==> src/sv/fsw_pkg.sv <==
// Shared types, constants and helper functions for the word generator.
package fsw_pkg;

	// Command codes carried on the cmd port.
	typedef enum logic [1:0] {
		CMD_RESET = 2'd0,
		CMD_SEED  = 2'd1,
		CMD_MIX   = 2'd2,
		CMD_DRAW  = 2'd3
	} cmd_t;

	localparam logic [31:0] GOLDEN_WORD = 32'h9e3779b9;
	localparam int unsigned WARM_W      = 12;

	// Controller states.
	typedef enum logic [3:0] {
		ST_CLEAR,
		ST_IDLE,
		ST_SEED_RD,
		ST_SEED_WR,
		ST_DRAW_RD,
		ST_DRAW_OUT,
		ST_MODD_GO,
		ST_MODD_WAIT,
		ST_RDP,
		ST_UPD,
		ST_MODB_GO,
		ST_MODB_WAIT,
		ST_RDB,
		ST_FIN,
		ST_WARM
	} state_t;

	// Commands from the controller to the datapath.
	typedef struct packed {
		logic clear;
		logic latch;
		logic warm_load;
		logic seed_rd;
		logic seed_wr;
		logic draw_out;
		logic mod_start;
		logic mod_sel_b;
		logic upd;
		logic c_upd;
		logic fin;
		logic warm_step;
	} dp_cmd_t;

	// Status from the datapath to the controller.
	typedef struct packed {
		logic mod_done;
		logic step_last;
		logic rp_last;
		logic warm_zero;
		logic idx_ok;
	} dp_status_t;

	// Rotation set as {first, second, third} amount.
	function automatic logic [14:0] rot_set(input logic [1:0] sel);
		logic [14:0] r;
		case (sel)
			2'd0: r = {5'd14, 5'd9, 5'd16};
			2'd1: r = {5'd17, 5'd8, 5'd14};
			2'd2: r = {5'd17, 5'd19, 5'd30};
			2'd3: r = {5'd15, 5'd9, 5'd24};
			default: r = {5'd14, 5'd9, 5'd16};
		endcase
		return r;
	endfunction

	// 32-bit rotate left by a 5-bit amount.
	function automatic logic [31:0] rotl32(input logic [31:0] x, input logic [4:0] k);
		logic [63:0] w;
		w = {x, x} << k;
		return w[63:32];
	endfunction

endpackage

==> src/sv/fsw_ctrl.sv <==
// Controller state machine sequencing commands, refill steps and warmup.
module fsw_ctrl import fsw_pkg::*; (
	input  logic       clk,
	input  logic       arst_n,
	input  logic       start,
	input  logic [1:0] cmd,
	input  dp_status_t status,
	output dp_cmd_t    ctrl,
	output logic       busy,
	output logic       result_valid
);

	state_t state_q, state_nx;
	logic   warm_mode_q;
	logic   accept;

	assign accept = start && (state_q == ST_IDLE);

	// State register and warmup-mode flag.
	always_ff @(posedge clk or negedge arst_n) begin
		if (!arst_n) begin
			state_q     <= ST_CLEAR;
			warm_mode_q <= 1'b0;
		end else begin
			state_q <= state_nx;
			if (accept) begin
				warm_mode_q <= (cmd_t'(cmd) == CMD_MIX);
			end
		end
	end

	// Next-state logic.
	always_comb begin
		state_nx = state_q;
		case (state_q)
			ST_CLEAR: begin
				if (status.step_last) begin
					state_nx = ST_IDLE;
				end
			end
			ST_IDLE: begin
				if (start) begin
					case (cmd_t'(cmd))
						CMD_RESET: state_nx = ST_CLEAR;
						CMD_SEED:  state_nx = status.idx_ok ? ST_SEED_RD : ST_IDLE;
						CMD_MIX:   state_nx = ST_MODD_GO;
						CMD_DRAW:  state_nx = ST_DRAW_RD;
						default:   state_nx = ST_IDLE;
					endcase
				end
			end
			ST_SEED_RD:   state_nx = ST_SEED_WR;
			ST_SEED_WR:   state_nx = ST_IDLE;
			ST_DRAW_RD:   state_nx = ST_DRAW_OUT;
			ST_DRAW_OUT:  state_nx = status.rp_last ? ST_MODD_GO : ST_IDLE;
			ST_MODD_GO:   state_nx = ST_MODD_WAIT;
			ST_MODD_WAIT: begin
				if (status.mod_done) begin
					state_nx = ST_RDP;
				end
			end
			ST_RDP:       state_nx = ST_UPD;
			ST_UPD:       state_nx = ST_MODB_GO;
			ST_MODB_GO:   state_nx = ST_MODB_WAIT;
			ST_MODB_WAIT: begin
				if (status.mod_done) begin
					state_nx = ST_RDB;
				end
			end
			ST_RDB:       state_nx = ST_FIN;
			ST_FIN: begin
				if (status.step_last) begin
					state_nx = warm_mode_q ? ST_WARM : ST_IDLE;
				end else begin
					state_nx = ST_MODD_GO;
				end
			end
			ST_WARM: begin
				if (status.warm_zero) begin
					state_nx = ST_IDLE;
				end else if (status.rp_last) begin
					state_nx = ST_MODD_GO;
				end
			end
			default: state_nx = ST_IDLE;
		endcase
	end

	// Output decode.
	always_comb begin
		ctrl = '0;
		case (state_q)
			ST_CLEAR: ctrl.clear = 1'b1;
			ST_IDLE: begin
				ctrl.latch     = accept;
				ctrl.warm_load = accept && (cmd_t'(cmd) == CMD_MIX);
			end
			ST_SEED_RD:  ctrl.seed_rd = 1'b1;
			ST_SEED_WR:  ctrl.seed_wr = 1'b1;
			ST_DRAW_OUT: ctrl.draw_out = 1'b1;
			ST_MODD_GO:  ctrl.mod_start = 1'b1;
			ST_UPD:      ctrl.upd = 1'b1;
			ST_MODB_GO: begin
				ctrl.mod_start = 1'b1;
				ctrl.mod_sel_b = 1'b1;
				ctrl.c_upd     = 1'b1;
			end
			ST_FIN:      ctrl.fin = 1'b1;
			ST_WARM:     ctrl.warm_step = !status.warm_zero;
			default:     ctrl = '0;
		endcase
	end

	assign busy         = (state_q != ST_IDLE);
	assign result_valid = (state_q == ST_DRAW_OUT);

endmodule

==> config.mk <==
export PLATFORM = sky130hd
export DESIGN_NAME = fsw_ctrl
export DESIGN_NICKNAME = d
export VERILOG_FILES = /design/src/sv/fsw_pkg.sv /design/src/sv/fsw_ctrl.sv
export SDC_FILE = /design/constraint.sdc
export NUM_CORES = 1
export LEC_CHECK = 0
export BUFFER_PORTS_ARGS = -buffer_cell sky130_fd_sc_hd__buf_4
export CORE_UTILIZATION = 46
export CTS_CLUSTER_SIZE = 40
export DETAILED_ROUTE_END_ITERATION = 8
export MAX_ROUTING_LAYER = met4
export PLACE_DENSITY_LB_ADDON = 0.08
export SETUP_SLACK_MARGIN = 0.3
export SLEW_MARGIN = 20
export SYNTH_ARGS = -nofsm -noshare
export SYNTH_HDL_FRONTEND = slang
export SYNTH_SLANG_ARGS = --single-unit
export TNS_END_PERCENT = 100
==> constraint.sdc <==
create_clock -name clk -period 1.9 [get_ports clk]
set_input_delay 0 -clock clk [delete_from_list [all_inputs] [get_ports clk]]
set_output_delay 0 -clock clk [all_outputs]
set_load 0.05 [all_outputs]
== Word-level counts from Yosys, hierarchy flattened ==
Cells that the tools add are included.

* Add/sub/neg operators: 0
* Multiply operators: 0
* Div/mod/pow operators: 0
* Magnitude comparators: 0
* Equal/unequal tests: 23
* Shift operators: 0
* Muxes and demuxes: 22
* Bitwise logic cells: 0
* Reduce and logical (&&, ||, !) cells: 7

{| class="wikitable"
|+ Operator list
! kind !! count
|-
| $pmux W4 S14 || 1
|-
| $mux W4 || 8
|-
| $eq A4 B4 Y1 const B || 7
|-
| $eq A4 B3 Y1 const B || 4
|-
| $pmux W4 S4 || 1
|-
| $mux W1 || 9
|-
| $eq A4 B2 Y1 const B || 2
|-
| $ne A2 B2 Y1 const B || 4
|-
| $reduce_and A5 Y1 || 1
|-
| $eq A2 B2 Y1 const B || 2
|-
| $eq A4 B1 Y1 const B || 1
|-
| $logic_not A4 Y1 || 1
|-
| $mux W2 || 2
|-
| $ne A4 B1 Y1 const B || 1
|-
| $mux W3 || 1
|-
| $ne A3 B3 Y1 const B || 1
|-
| $eq A2 B1 Y1 const B || 1
|-
| $logic_and A1 B1 Y1 || 2
|-
| $logic_not A2 Y1 || 1
|-
| $reduce_or A2 Y1 || 1
|-
| $logic_not A1 Y1 || 1
|}

* Register bits: 5
* Bits in latches: 0
* RAM bits: 0
* Memory bits (read-only): 0
* Input port bits: 10
* Output and inout port bits: 14
* Logic and storage cells: 54
* Memories: 0

== Depth between registers and ports, before layout ==
* Depth after elaboration: 4
* Gate-level depth with buffers: 6
* Depth with buffers taken out: 4

== Least setup slack after synthesis ==
OpenSTA, ideal clock, no wires.

* Path kind: register to output
* Start: register state_q[3]
* End: output ctrl[6] in the netlist's numbering
* Arrival time: 1,844 ps
* Required time: 1,900 ps
* Setup slack: 56 ps
* Cell stages (with the launch flop): 6
* Buffers on the path: 3
* Path through: dfrtp_1 buf_6 clkbuf_1 nand2b_1 nor2_1 buf_4

{| class="wikitable"
|+ RTL lines
! item !! RTL line !! source
|-
| start: declaration || fsw_ctrl.sv:13 || <nowiki>state_t state_q, state_nx;</nowiki>
|-
| start signal: assignment || fsw_ctrl.sv:25 || <nowiki>state_q <= state_nx;</nowiki>
|-
| end: declaration || fsw_ctrl.sv:8 || <nowiki>output dp_cmd_t ctrl,</nowiki>
|}

== Final worst setup path ==
* Start: register state_q[1]
* End: register state_q[1]

* Longest elaborated chain between the ends: 3
* Elaborated cells between the ends (all ways): 21
* Classes of those cells: 18 x eq/ne; 1 x mux; 2 x reduce/logical

{| class="wikitable"
|+ RTL lines
! item !! RTL line !! source
|-
| $eq A4 B4 Y1, or another cell as far along || fsw_ctrl.sv:35 || <nowiki>case (state_q)</nowiki>
|-
| $ne A3 B3 Y1 (no line) or $ne A2 B2 Y1 (tied branches) || -- ||
|-
| $reduce_and A5 Y1 (no line) || -- ||
|}

Parallel ways exist; a longest one is shown, timed or not.
A chain may end at the register's enable or synchronous reset.

==> impl_metrics.env <==
export IMPL_fin_crit_sh_pct=88.0
export IMPL_grt_max_degree=14
export IMPL_vias=778
export IMPL_fin_util_pct=85.1
export IMPL_chipHeight_microns=38.4
export IMPL_drive_gt1_share_pct=53.0
export IMPL_yosysWarnings=0
export IMPL_layout_commonest_cell="buf_4"
export IMPL_io_pins=24
export IMPL_postPlaceCellArea_sq_um=797
export IMPL_gp_congestion=0.865
export IMPL_cp_num_buf_inv=0
export IMPL_antenna_found_initial=0
export IMPL_slew_viol_final=0
export IMPL_cts_tree="done"
export IMPL_path_delay_family="flip-flops"
export IMPL_die_x_microns=38.4
export IMPL_crit_required_ps=2030
export IMPL_clock_root_buffer="clkbuf_4"
export IMPL_min_period_ps=1670
export IMPL_grt_pass1_wl_microns=2550
export IMPL_port_buffers=23
export IMPL_yosysUniqueCellTypes=33
export IMPL_worst_slack_ps=229
export IMPL_syn_inst=77
export IMPL_clk_transition_reported_paths_ps=50
export IMPL_clk_path_buf_depth=2
export IMPL_grt_usage_pct=25.5
export IMPL_powerDensity_nw_per_um2=1920
export IMPL_nFillCells=68
export IMPL_dp_cells=113
export IMPL_routed_wl_microns=2140
export IMPL_drtIter0Drc=36
export IMPL_postRouteAntennaNets=0
export IMPL_dieArea_sq_um=1480
export IMPL_fmax_ghz=0.598
export IMPL_clk_latency_ps=250
export IMPL_dp_hpwl_microns=1200
export IMPL_critPathLaunchType="flip-flop"
export IMPL_seq_area_frac_synth_pct=20.5
export IMPL_avgSynthCellArea_sq_um=7.93
export IMPL_pre_cts_slack_ps=209
export IMPL_finalPower_mw=1.91
export IMPL_fin_skew_ps=2.81
export IMPL_syn_area_sq_um=611
export IMPL_layout_common_cells="buf_4 (38), nor2_1 (10), nand2_1 (5)"
export IMPL_cpPeakStageDelay_ps=450
export IMPL_timing_slew_headroom_pct=80.6
export IMPL_gr_total_overflow=0
export IMPL_diodes=0
export IMPL_drt_pass1_iter_count=4
export IMPL_cap_violations=0
export IMPL_clock_sinks=5
export IMPL_hp_class="in2async"
export IMPL_grt_pass1_vias=602
export IMPL_syn_nets=87
export IMPL_fin_setup_tns_ps=0
export IMPL_via_per_inst=5.94
export IMPL_ir_drop_mv=1.23
export IMPL_p_leak_nw=0.506
export IMPL_worst_path_max_fanout=10
export IMPL_ys_ff_latch=5
export IMPL_cp_arrival_ps=1800
export IMPL_reg2reg_slack_ps=230
export IMPL_tightestPinTransition_ps=286
export IMPL_area_growth_pct=63.3
export IMPL_finalSetupViolCount=0
export IMPL_drc=0
export IMPL_core_area_sq_um=1170
export IMPL_nets=128
export IMPL_status="finished, final reports clean"
export IMPL_rows=12
export IMPL_cp_slowest_cell="dfrtp_2"
export IMPL_rsz0062_at_grt="true"
export IMPL_final_cells=131
export IMPL_cts_buffers=3
export IMPL_wire_per_inst_microns=16.3
export IMPL_start_util_pct=52.1
export IMPL_hold_viol_final=0
export IMPL_cp_cell_sequence="or3b_4 > o32ai_4 > a21oi_2 > mux2_1"
export IMPL_critPathKind="reg2reg"
export IMPL_final_cell_area_sq_um=997
export IMPL_hold_ws_ps=80.9
export IMPL_htreeDepth=1
export IMPL_cp_end_kind="flip-flop"
## per-layer routing
metal  part of all wire [%]  track usage, %  up-vias
li1                       -               -      356
met2                     49            45.3       45
met1                     39            29.7      367
met5                      0               -        -
met4                    3.7            2.59        0
met3                    8.7            6.98       10
## worst paths after layout
check,start,endpoint,depth (start not counted)
worst min-delay path,arst_n,state_q[0]$_DFFE_PN0P_,2
max in group asynchronous,arst_n,state_q[3]$_DFFE_PN0P_,2
worst min register to register,warm_mode_q$_DFFE_PN0N_,warm_mode_q$_DFFE_PN0N_,1
worst max register to register,state_q[1]$_DFFE_PN0P_,state_q[1]$_DFFE_PN0P_,4
min in group clk,start,warm_mode_q$_DFFE_PN0N_,3
worst max-delay path,state_q[1]$_DFFE_PN0P_,state_q[1]$_DFFE_PN0P_,4
## where the power goes
part           internal, mW  switching [mW]
Clock                0.0768          0.0555
Combinational         0.682           0.828
Sequential            0.168           0.103
## area by class of cell
type | count | area, sq um | share of cell area [%]
inverter | 4 | 15.0 | 1.51
tap | 14 | 17.5 | 1.76
clock buffer | 3 | 22.5 | 2.26
multi-input combinational | 61 | 459 | 46.0
clock inverter | 1 | 5.00 | 0.502
timing repair buffer | 43 | 349 | 35.0
sequential | 5 | 129 | 12.9
## sequential cells by signal (all words and copies together) (netlist names)
signal       count
state_q          4
warm_mode_q      1
## timing repair
action / 4_1_cts / 5_1_grt
hold endpoints to repair: 5 / 0
endpoints found under the setup margin: 7 / 5
gates cloned: 0 / 0
hold buffers: 1 / 0
pin swaps: 2 / 2
gates resized for setup: 13 / 1
setup buffers: 4 / 9
## cells by family after synthesis
logic type             after synthesis  share of synthesized area, %
buffers and inverters               11                          12.3
multiplexers                         2                          3.69
flip-flops                           5                          20.5
AO/OA/AOI/OAI                       19                          26.2
AND/OR/NAND/NOR                     40                          37.3
## synth_stat cells (all sizes together)
| library cell | instances | area, sq um |
|---|---|---|
| a211o | 1 | 8.76 |
| a21o | 4 | 30.0 |
| a21oi | 4 | 23.8 |
| a31oi | 1 | 6.26 |
| a32oi | 1 | 8.76 |
| a41oi | 1 | 8.76 |
| and2 | 1 | 6.26 |
| and3 | 2 | 12.5 |
| and3b | 2 | 17.5 |
| buf | 6 | 56.3 |
| clkbuf | 1 | 3.75 |
| dfrtp | 5 | 125 |
| inv | 4 | 15.0 |
| mux2 | 2 | 22.5 |
| nand2 | 5 | 18.8 |
| nand2b | 4 | 25.0 |
| nor2 | 12 | 45.0 |
| nor2b | 3 | 18.8 |
| nor3 | 4 | 20.0 |
| nor3b | 2 | 15.0 |
| nor4 | 1 | 6.26 |
| nor4bb | 2 | 20.0 |
| o211a | 1 | 10.0 |
| o21ai | 1 | 5.00 |
| o221ai | 1 | 8.76 |
| o22ai | 1 | 6.26 |
| o2bb2ai | 1 | 8.76 |
| o31ai | 1 | 7.51 |
| o32ai | 1 | 27.5 |
| or3b | 1 | 11.3 |
| or4 | 1 | 11.3 |
No activity file was read; power rests on OpenSTA's default activity.
